**config.mk**
```make
export PLATFORM = sky130hd
export DESIGN_NAME = lidar_point_filter_stats_core
export DESIGN_NICKNAME = d
export VERILOG_FILES = /design/src/lpfs_pkg.sv /design/src/lidar_point_filter_stats_core.sv /design/src/lpfs_csr.sv /design/src/lpfs_classify.sv /design/src/lpfs_queue.sv /design/src/lpfs_stats.sv
export SDC_FILE = /design/constraint.sdc
export NUM_CORES = 2
export LEC_CHECK = 0
export ABC_AREA = 0
export BUFFER_PORTS_ARGS = -buffer_cell sky130_fd_sc_hd__clkbuf_2
export CORE_UTILIZATION = 55
export DETAILED_ROUTE_END_ITERATION = 6
export PLACE_DENSITY = 0.8
export SLEW_MARGIN = 30
export SYNTH_ARGS = -nofsm -noshare
export SYNTH_HDL_FRONTEND = slang
export SYNTH_HIERARCHICAL = 1
export SYNTH_SLANG_ARGS = --single-unit
export TNS_END_PERCENT = 30
```
**constraint.sdc**
```tcl
create_clock -name clock -period 11.9 [get_ports clock]
set_input_delay 0 -clock clock [delete_from_list [all_inputs] [get_ports clock]]
set_output_delay 0 -clock clock [all_outputs]
set_load 0.1 [all_outputs]
```
**src/lpfs_pkg.sv**
```systemverilog
// Shared types and constants for the lidar point filter and statistics block.
// No dependencies; every other file imports this package.
package lpfs_pkg;

   localparam int CSR_ADDR_W    = 5;
   localparam int CSR_DATA_W    = 32;
   localparam int RET_CLASSES   = 7;
   localparam int MODE_BIT_LAST  = 0;
   localparam int MODE_BIT_FIRST = 1;
   localparam int MODE_BIT_CLIP  = 2;
   localparam logic [2:0] RET_FIRST = 3'd1;

   typedef enum logic [2:0] {
      CSR_FILTER_MODE,
      CSR_CLIP_X_MIN,
      CSR_CLIP_Y_MIN,
      CSR_CLIP_X_MAX,
      CSR_CLIP_Y_MAX,
      CSR_RETURN_DROP_MASK,
      CSR_SCAN_ANGLE_LIMIT,
      CSR_INTENSITY_MIN
   } csr_index_type;

   typedef enum logic [2:0] {
      REASON_NONE,
      REASON_NOT_LAST,
      REASON_NOT_FIRST,
      REASON_CLIPPED,
      REASON_RETURN_MASK,
      REASON_ANGLE,
      REASON_INTENSITY
   } drop_reason_type;

   typedef struct packed {
      logic signed [31:0] pos_x;
      logic signed [31:0] pos_y;
      logic signed [31:0] pos_z;
      logic [15:0]        intensity;
      logic [2:0]         return_index;
      logic [2:0]         returns_in_pulse;
      logic signed [7:0]  scan_angle;
   } lpfs_req_type;

   typedef struct packed {
      logic               keep;
      logic [2:0]         drop_reason;
      logic [31:0]        survivor_total;
      logic [31:0]        return_class_total;
      logic signed [31:0] box_min_x;
      logic signed [31:0] box_max_x;
      logic signed [31:0] box_min_y;
      logic signed [31:0] box_max_y;
      logic signed [31:0] box_min_z;
      logic signed [31:0] box_max_z;
   } lpfs_rsp_type;

   typedef struct packed {
      logic [2:0]         filter_mode;
      logic signed [31:0] clip_x_min;
      logic signed [31:0] clip_y_min;
      logic signed [31:0] clip_x_max;
      logic signed [31:0] clip_y_max;
      logic [7:0]         return_drop_mask;
      logic [6:0]         scan_angle_limit;
      logic [15:0]        intensity_min;
   } lpfs_cfg_type;

   typedef struct packed {
      logic               keep;
      drop_reason_type    drop_reason;
      logic signed [31:0] pos_x;
      logic signed [31:0] pos_y;
      logic signed [31:0] pos_z;
      logic [2:0]         return_index;
   } lpfs_item_type;

endpackage

```
**src/lidar_point_filter_stats_core.sv**
```systemverilog
// Top level of the lidar point filter and survivor statistics block.
// Depends on lpfs_pkg, lpfs_csr, lpfs_classify, lpfs_queue and lpfs_stats.
//
// Usage:
//   req_*  : one lidar point per request (valid/ready). The filter chain tags it
//            as it enters and pushes it into a short queue.
//   rsp_*  : one result per request, in order (valid/ready): keep flag, first
//            failing reason, survivor counts and the survivor bounding box.
//   csr_*  : APB-style register port, 4-byte stride, pready tied high. Write
//            registers only while no request is in flight.
// Path: an accepted request is written into a queue slot, then the result
//   register is updated with the statistics when that slot pops.
// Throughput: one point per cycle while rsp_ready stays high; the statistics
//   update at queue pop is the loop that sets this rate.
// Stall: while rsp_ready is low the result register holds, the queue fills,
//   then req_ready drops; it rises again the cycle after a result is taken
//   and the queue pops.
// Reset: synchronous; clears config registers, counters, bounding box and queue.
module lidar_point_filter_stats_core
   import lpfs_pkg::*;
#(
   parameter int QUEUE_DEPTH = 2
) (
   input  logic                  clock,
   input  logic                  reset,
   input  logic                  req_valid,
   output logic                  req_ready,
   input  lpfs_req_type          req_data,
   output logic                  rsp_valid,
   input  logic                  rsp_ready,
   output lpfs_rsp_type          rsp_data,
   input  logic                  csr_psel,
   input  logic                  csr_penable,
   input  logic                  csr_pwrite,
   input  logic [CSR_ADDR_W-1:0] csr_paddr,
   input  logic [CSR_DATA_W-1:0] csr_pwdata,
   output logic [CSR_DATA_W-1:0] csr_prdata,
   output logic                  csr_pready
);

   lpfs_cfg_type  cfg;
   lpfs_item_type front_item;
   lpfs_item_type head_item;
   logic          queue_full;
   logic          queue_valid;
   logic          queue_pop;

   assign req_ready = ~queue_full;

   lpfs_csr u_csr (
      .clock   (clock),
      .reset   (reset),
      .psel    (csr_psel),
      .penable (csr_penable),
      .pwrite  (csr_pwrite),
      .paddr   (csr_paddr),
      .pwdata  (csr_pwdata),
      .prdata  (csr_prdata),
      .pready  (csr_pready),
      .cfg     (cfg)
   );

   lpfs_classify u_classify (
      .cfg  (cfg),
      .req  (req_data),
      .item (front_item)
   );

   lpfs_queue #(
      .DEPTH (QUEUE_DEPTH)
   ) u_queue (
      .clock     (clock),
      .reset     (reset),
      .push      (req_valid),
      .push_item (front_item),
      .full      (queue_full),
      .pop       (queue_pop),
      .not_empty (queue_valid),
      .head      (head_item)
   );

   lpfs_stats u_stats (
      .clock      (clock),
      .reset      (reset),
      .item_valid (queue_valid),
      .item       (head_item),
      .item_pop   (queue_pop),
      .rsp_valid  (rsp_valid),
      .rsp_ready  (rsp_ready),
      .rsp_data   (rsp_data)
   );

endmodule

```
**src/lpfs_csr.sv**
```systemverilog
// Configuration register file behind the APB-style port.
// Depends on lpfs_pkg for the register index codes and the config struct.
module lpfs_csr
   import lpfs_pkg::*;
(
   input  logic                  clock,
   input  logic                  reset,
   input  logic                  psel,
   input  logic                  penable,
   input  logic                  pwrite,
   input  logic [CSR_ADDR_W-1:0] paddr,
   input  logic [CSR_DATA_W-1:0] pwdata,
   output logic [CSR_DATA_W-1:0] prdata,
   output logic                  pready,
   output lpfs_cfg_type          cfg
);

   lpfs_cfg_type  cfg_ff;
   lpfs_cfg_type  cfg_in;
   csr_index_type index;
   logic          write_en;

   assign index    = csr_index_type'(paddr[CSR_ADDR_W-1:2]);
   assign write_en = psel & penable & pwrite;
   assign pready   = 1'b1;
   assign cfg      = cfg_ff;

   always_comb begin
      cfg_in = cfg_ff;
      if (write_en) begin
         unique case (index)
            CSR_FILTER_MODE:      cfg_in.filter_mode      = pwdata[2:0];
            CSR_CLIP_X_MIN:       cfg_in.clip_x_min       = $signed(pwdata);
            CSR_CLIP_Y_MIN:       cfg_in.clip_y_min       = $signed(pwdata);
            CSR_CLIP_X_MAX:       cfg_in.clip_x_max       = $signed(pwdata);
            CSR_CLIP_Y_MAX:       cfg_in.clip_y_max       = $signed(pwdata);
            CSR_RETURN_DROP_MASK: cfg_in.return_drop_mask = pwdata[7:0];
            CSR_SCAN_ANGLE_LIMIT: cfg_in.scan_angle_limit = pwdata[6:0];
            CSR_INTENSITY_MIN:    cfg_in.intensity_min    = pwdata[15:0];
            default:              cfg_in = cfg_ff;
         endcase
      end
   end

   always_comb begin
      unique case (index)
         CSR_FILTER_MODE:      prdata = {29'd0, cfg_ff.filter_mode};
         CSR_CLIP_X_MIN:       prdata = cfg_ff.clip_x_min;
         CSR_CLIP_Y_MIN:       prdata = cfg_ff.clip_y_min;
         CSR_CLIP_X_MAX:       prdata = cfg_ff.clip_x_max;
         CSR_CLIP_Y_MAX:       prdata = cfg_ff.clip_y_max;
         CSR_RETURN_DROP_MASK: prdata = {24'd0, cfg_ff.return_drop_mask};
         CSR_SCAN_ANGLE_LIMIT: prdata = {25'd0, cfg_ff.scan_angle_limit};
         CSR_INTENSITY_MIN:    prdata = {16'd0, cfg_ff.intensity_min};
         default:              prdata = '0;
      endcase
   end

   always_ff @(posedge clock) begin
      if (reset) begin
         cfg_ff <= '0;
      end else begin
         cfg_ff <= cfg_in;
      end
   end

endmodule

```
**src/lpfs_classify.sv**
```systemverilog
// Front end: runs one point through the ordered filter chain and tags it.
// Depends on lpfs_pkg for the request, config and queue item types.
module lpfs_classify
   import lpfs_pkg::*;
(
   input  lpfs_cfg_type  cfg,
   input  lpfs_req_type  req,
   output lpfs_item_type item
);

   drop_reason_type    reason;
   logic               clip_out;
   logic signed [8:0]  angle;
   logic signed [8:0]  limit;
   logic               angle_out;

   assign clip_out = (req.pos_x < cfg.clip_x_min) || (req.pos_y < cfg.clip_y_min) ||
                     (req.pos_x > cfg.clip_x_max) || (req.pos_y > cfg.clip_y_max);

   assign angle     = 9'(req.scan_angle);
   assign limit     = $signed({2'b00, cfg.scan_angle_limit});
   assign angle_out = (angle > limit) || (angle < -limit);

   always_comb begin
      if (cfg.filter_mode[MODE_BIT_LAST] && req.return_index != req.returns_in_pulse) begin
         reason = REASON_NOT_LAST;
      end else if (cfg.filter_mode[MODE_BIT_FIRST] && req.return_index != RET_FIRST) begin
         reason = REASON_NOT_FIRST;
      end else if (cfg.filter_mode[MODE_BIT_CLIP] && clip_out) begin
         reason = REASON_CLIPPED;
      end else if (cfg.return_drop_mask[req.return_index]) begin
         reason = REASON_RETURN_MASK;
      end else if (cfg.scan_angle_limit != '0 && angle_out) begin
         reason = REASON_ANGLE;
      end else if (cfg.intensity_min != '0 && req.intensity < cfg.intensity_min) begin
         reason = REASON_INTENSITY;
      end else begin
         reason = REASON_NONE;
      end
   end

   always_comb begin
      item.keep         = (reason == REASON_NONE);
      item.drop_reason  = reason;
      item.pos_x        = req.pos_x;
      item.pos_y        = req.pos_y;
      item.pos_z        = req.pos_z;
      item.return_index = req.return_index;
   end

endmodule

```
**src/lpfs_queue.sv**
```systemverilog
// Short FIFO of classified points between the filter front end and stats back end.
// Depends on lpfs_pkg for the queue item type.
module lpfs_queue
   import lpfs_pkg::*;
#(
   parameter int DEPTH = 2
) (
   input  logic          clock,
   input  logic          reset,
   input  logic          push,
   input  lpfs_item_type push_item,
   output logic          full,
   input  logic          pop,
   output logic          not_empty,
   output lpfs_item_type head
);

   localparam int PTR_W = (DEPTH > 1) ? $clog2(DEPTH) : 1;
   localparam int CNT_W = $clog2(DEPTH + 1);
   localparam logic [PTR_W-1:0] PTR_LAST = PTR_W'(DEPTH - 1);
   localparam logic [CNT_W-1:0] CNT_FULL = CNT_W'(DEPTH);

   lpfs_item_type    slot_ff [DEPTH];
   logic [PTR_W-1:0] wr_ptr_ff, wr_ptr_in;
   logic [PTR_W-1:0] rd_ptr_ff, rd_ptr_in;
   logic [CNT_W-1:0] count_ff, count_in;
   logic             do_push;
   logic             do_pop;

   assign full      = (count_ff == CNT_FULL);
   assign not_empty = (count_ff != '0);
   assign head      = slot_ff[rd_ptr_ff];
   assign do_push   = push & ~full;
   assign do_pop    = pop & not_empty;

   always_comb begin
      wr_ptr_in = wr_ptr_ff;
      rd_ptr_in = rd_ptr_ff;
      count_in  = count_ff;
      if (do_push) begin
         wr_ptr_in = (wr_ptr_ff == PTR_LAST) ? '0 : wr_ptr_ff + 1'b1;
      end
      if (do_pop) begin
         rd_ptr_in = (rd_ptr_ff == PTR_LAST) ? '0 : rd_ptr_ff + 1'b1;
      end
      if (do_push && !do_pop) begin
         count_in = count_ff + 1'b1;
      end else if (do_pop && !do_push) begin
         count_in = count_ff - 1'b1;
      end
   end

   always_ff @(posedge clock) begin
      if (do_push) begin
         slot_ff[wr_ptr_ff] <= push_item;
      end
   end

   always_ff @(posedge clock) begin
      if (reset) begin
         wr_ptr_ff <= '0;
         rd_ptr_ff <= '0;
         count_ff  <= '0;
      end else begin
         wr_ptr_ff <= wr_ptr_in;
         rd_ptr_ff <= rd_ptr_in;
         count_ff  <= count_in;
      end
   end

endmodule

```
**src/lpfs_stats.sv**
```systemverilog
// Back end: updates survivor counters and the bounding box, holds the result register.
// Depends on lpfs_pkg for the queue item and result types.
module lpfs_stats
   import lpfs_pkg::*;
(
   input  logic          clock,
   input  logic          reset,
   input  logic          item_valid,
   input  lpfs_item_type item,
   output logic          item_pop,
   output logic          rsp_valid,
   input  logic          rsp_ready,
   output lpfs_rsp_type  rsp_data
);

   function automatic logic [31:0] sat_inc(input logic [31:0] v);
      sat_inc = (v == '1) ? v : v + 32'd1;
   endfunction

   logic               rsp_valid_ff, rsp_valid_in;
   lpfs_rsp_type       rsp_data_ff, rsp_data_in;
   logic               box_empty_ff, box_empty_in;
   logic [31:0]        survivor_ff, survivor_in;
   logic [31:0]        class_count_ff [RET_CLASSES];
   logic [31:0]        class_count_in;
   logic signed [31:0] min_x_ff, min_x_in, max_x_ff, max_x_in;
   logic signed [31:0] min_y_ff, min_y_in, max_y_ff, max_y_in;
   logic signed [31:0] min_z_ff, min_z_in, max_z_ff, max_z_in;
   logic [2:0]         class_idx;
   logic               has_class;
   logic [31:0]        class_cur;
   logic               take;

   assign item_pop  = item_valid & (~rsp_valid_ff | rsp_ready);
   assign take      = item_pop & item.keep;
   assign has_class = (item.return_index != '0);
   assign class_idx = item.return_index - 3'd1;
   assign class_cur = has_class ? class_count_ff[class_idx] : '0;
   assign rsp_valid = rsp_valid_ff;
   assign rsp_data  = rsp_data_ff;

   always_comb begin
      box_empty_in   = box_empty_ff;
      survivor_in    = survivor_ff;
      class_count_in = class_cur;
      min_x_in = min_x_ff;
      max_x_in = max_x_ff;
      min_y_in = min_y_ff;
      max_y_in = max_y_ff;
      min_z_in = min_z_ff;
      max_z_in = max_z_ff;
      if (take) begin
         survivor_in  = sat_inc(survivor_ff);
         box_empty_in = 1'b0;
         if (has_class) begin
            class_count_in = sat_inc(class_cur);
         end
         if (box_empty_ff) begin
            min_x_in = item.pos_x;
            max_x_in = item.pos_x;
            min_y_in = item.pos_y;
            max_y_in = item.pos_y;
            min_z_in = item.pos_z;
            max_z_in = item.pos_z;
         end else begin
            min_x_in = (item.pos_x < min_x_ff) ? item.pos_x : min_x_ff;
            max_x_in = (item.pos_x > max_x_ff) ? item.pos_x : max_x_ff;
            min_y_in = (item.pos_y < min_y_ff) ? item.pos_y : min_y_ff;
            max_y_in = (item.pos_y > max_y_ff) ? item.pos_y : max_y_ff;
            min_z_in = (item.pos_z < min_z_ff) ? item.pos_z : min_z_ff;
            max_z_in = (item.pos_z > max_z_ff) ? item.pos_z : max_z_ff;
         end
      end
   end

   always_comb begin
      rsp_valid_in = rsp_valid_ff;
      rsp_data_in  = rsp_data_ff;
      if (item_pop) begin
         rsp_valid_in                   = 1'b1;
         rsp_data_in.keep               = item.keep;
         rsp_data_in.drop_reason        = item.drop_reason;
         rsp_data_in.survivor_total     = survivor_in;
         rsp_data_in.return_class_total = class_count_in;
         rsp_data_in.box_min_x          = min_x_in;
         rsp_data_in.box_max_x          = max_x_in;
         rsp_data_in.box_min_y          = min_y_in;
         rsp_data_in.box_max_y          = max_y_in;
         rsp_data_in.box_min_z          = min_z_in;
         rsp_data_in.box_max_z          = max_z_in;
      end else if (rsp_ready) begin
         rsp_valid_in = 1'b0;
      end
   end

   always_ff @(posedge clock) begin
      rsp_data_ff <= rsp_data_in;
   end

   always_ff @(posedge clock) begin
      if (reset) begin
         rsp_valid_ff <= 1'b0;
         box_empty_ff <= 1'b1;
         survivor_ff  <= '0;
         min_x_ff     <= '0;
         max_x_ff     <= '0;
         min_y_ff     <= '0;
         max_y_ff     <= '0;
         min_z_ff     <= '0;
         max_z_ff     <= '0;
         for (int i = 0; i < RET_CLASSES; i++) begin
            class_count_ff[i] <= '0;
         end
      end else begin
         rsp_valid_ff <= rsp_valid_in;
         box_empty_ff <= box_empty_in;
         survivor_ff  <= survivor_in;
         min_x_ff     <= min_x_in;
         max_x_ff     <= max_x_in;
         min_y_ff     <= min_y_in;
         max_y_ff     <= max_y_in;
         min_z_ff     <= min_z_in;
         max_z_ff     <= max_z_in;
         if (take && has_class) begin
            class_count_ff[class_idx] <= class_count_in;
         end
      end
   end

endmodule

```
==> metrics.cfg <==
[power_and_ir_drop]
pwr-share-comb_pct=48.2
p_leak_uw=0.0242
switching_power_uw=8540
power_switching_share_pct=46.6
p_int_uw=9770
peakVddDrop_mv=0.405
p_per_area_mw_per_mm2=286
power_frac_seq_pct=31.5
clockPowerShare_pct=20.3

[worst_hold_path]
min_path_cells=2
min_path_type=input pin to register
hp-start=req_data[45]

[yosys]
syn_nets=5450
synth_top_area_share_pct=36.9
ys.flop_type=edfxtp_1
synth_top_cell_by_area=edfxtp_1
ys_ff_latch=1115
async_flop_share_pct=0
avgSynthCellArea_um2=11.4
synth_edf_count=690
synth_area_leaders=edfxtp_1 (37%), dfxtp_1 (15%), ha_1 (7.8%), mux2_2 (6.0%), mux2i_1 (3.4%)
seq_area_frac_synth_pct=52.0
synth_warnings=6
synth_cell_types=104
netlist_instances=4929
syn_area_mm2=0.0562

[floorplan]
fp.dieH_um=322
start_util_pct=55.8
num_rows=116
die_w_um=322
dieArea_mm2=0.103
io_pins=465
core_mm2=0.101

[global_route]
grt_pass1_wl_um=225000
antenna_found_initial=14
grtUsageTotal_pct=28.2
grt-ovfl-total=0
grt_max_degree=147
grt_pass1_vias=39261

[sta]
slew_viol_final=0
clock.fmax_mhz=158
skew_ps=27.8
post-route-min-period_ps=6310
setup_viol=0
fin_crit_sh_pct=53.0
holdWs_ps=43.1
rsz0062_at_grt=false
hold_viol=0
slew_headroom_pct=30.1
finalSetupTns_ps=0
worst_pin_slew_ps=1050

[placed_design]
place_inst=6459
portBuffers=461
place_hpwl_um=98900
place_area_mm2=0.0587
gp_congestion=0.923

[detailed_routing]
drt-initial-drc-count=3737
viasPerCell=5.82
drt-pass1-iter-count=7
drc=0
drt_wl_total_um=148000
vias=39705
routedWlPerCell_um=21.7
antenna_left=0

[cts]
numCtsBuffers=114
insertion_delay_ps=710
cts-root-buf=clkbuf_16
htreeDepth=3
cts.clk_slew.worst_paths_ps=60
cts_tree=yes
clockBufferDepth=3
cts.sinks=1115

[worst_setup_path]
crit_arrival_ps=6720
required_ps=12310
setup.worst_path.end_class=register
reg2reg_depth=14
crit_fanout=39
crit_path_start_kind=register
critPathKind=register to register

[run]
maxCapViolCount=0

[layout]
syn2layout_area_growth_pct=14.1
drive_gt1_share_pct=20.8
fin_cells=6827
nNetsFinal=5880
stdcell_area_mm2=0.0641

[outcome]
outcome=completed

-- synthesized netlist by cell type (all sizes together) (35+ instances only) --
cell,instances
nor2,312
nand4,72
edfxtp,690
mux2i,189
a21oi,267
inv,367
buf,196
nand2,443
clkbuf,140
nand3,90
nor4,37
nor2b,79
mux4,70
nand2b,278
xnor2,35
nor3,42
dfxtp,425
mux2,301
a21o,42
o21ai,161
ha,351
xor2,44
-- critical path: stages (launching register included) --
cell and delay, ps:
dfxtp_4 580, mux2_4 430, inv_1 190, ha_4 700, buf_4 650, mux4_2 420
nand2_1 70, a21oi_1 250, ha_1 370, nor2b_1 330, nand3_1 220, o41ai_4 840
nor4_1 240, xor2_1 570, nor2_1 120
-- cell usage in the layout, fill, tap and decap left out, drive strengths merged, types with 35 or more instances in the layout --
master / synthesis / routed
a21o: 42 / 42
a21oi: 267 / 267
buf: 196 / 50
clkbuf: 140 / 621
clkinv: 0 / 39
dfxtp: 425 / 425
dlygate4sd3: 0 / 140
edfxtp: 690 / 690
ha: 351 / 351
inv: 367 / 368
mux2: 301 / 301
mux2i: 189 / 189
mux4: 70 / 70
nand2: 443 / 443
nand2b: 278 / 278
nand3: 90 / 90
nand4: 72 / 72
nor2: 312 / 312
nor2b: 79 / 79
nor3: 42 / 42
nor4: 37 / 37
o21ai: 161 / 161
xnor2: 35 / 35
xor2: 44 / 44
-- area by class of cell --
| type | count | area [um2] |
|---|---|---|
| Antenna cell | 10 | 25.0 |
| Clock buffer | 161 | 3280 |
| Clock inverter | 56 | 647 |
| Fill cell | 7631 | 36500 |
| Inverter | 367 | 1380 |
| Multi-Input combinational cell | 3111 | 23700 |
| Sequential cell | 1115 | 29200 |
| Tap cell | 1357 | 1700 |
| Timing Repair Buffer | 650 | 4120 |
-- repair_timing --
action	in CTS	in global routing
hold endpoints to repair	408	0
buffers inserted	0	0
gates resized for setup	0	0
hold buffers	140	0
-- power groups by stage --
stage	clock network (uW)	registers [uW]	logic (uW)
finish	3710	5770	8820
global route	3920	5860	9320
CTS	3760	5780	8800
detailed placement	0	5840	8700
global placement	0	5820	8580
floorplan	0	9100	3740
-- layer usage --
metal	vias to the layer above	routed length [um]	GRT usage [%]
li1	18336	-	-
met1	19252	62300	38.2
met2	1747	68200	44.8
met3	366	11800	4.83
met4	4	6080	12.0
met5	-	29	0
-- cells by family after synthesis --
family                   synth area share (%)
flip-flops                               52.0
other                                 0.00668
AND/OR/NAND/NOR                          13.3
buffers and inverters                    6.03
AO/OA/AOI/OAI                            7.04
XOR/XNOR                                 1.45
adder cells (fa/ha/maj)                  7.82
multiplexers                             12.3
-- worst paths after layout --
path	slack, ps	end
worst max-delay path	5590	u_stats/class_count_ff[5][9]$_DFFE_PP_
worst min-delay path	40	u_queue/slot_ff[1][18]$_DFFE_PP_
worst max register to register	5590	u_stats/class_count_ff[5][9]$_DFFE_PP_
worst min register to register	470	u_csr/cfg[97]$_SDFFE_PP0P_
-- flip-flops by register name, indices dropped and copies added, names as in the netlist, named ones only --
name and cells:
u_queue/count_ff 2, u_stats/max_x_ff 32, u_stats/max_y_ff 32, u_stats/survivor_ff 32
u_stats/max_z_ff 32, u_stats/rsp_valid 1, u_stats/min_z_ff 32, u_queue/slot_ff 206
u_stats/min_x_ff 32, u_queue/wr_ptr_ff 1, u_csr/cfg 162, u_stats/class_count_ff 256
u_stats/box_empty_ff 1, u_stats/min_y_ff 32, u_queue/rd_ptr_ff 1, u_stats/rsp_data 260
-- stage by stage --
stage	utilization, %	setup WS (ps)	total power [uW]
after floorplan	-	1940	12800
after global placement	58.3	5810	14400
after detailed placement	58.3	5680	14500
after CTS	63.6	5630	18300
after global routing	63.7	5160	19100
final	63.7	5590	18300
Note: power is estimated with default switching activity, not from simulation.
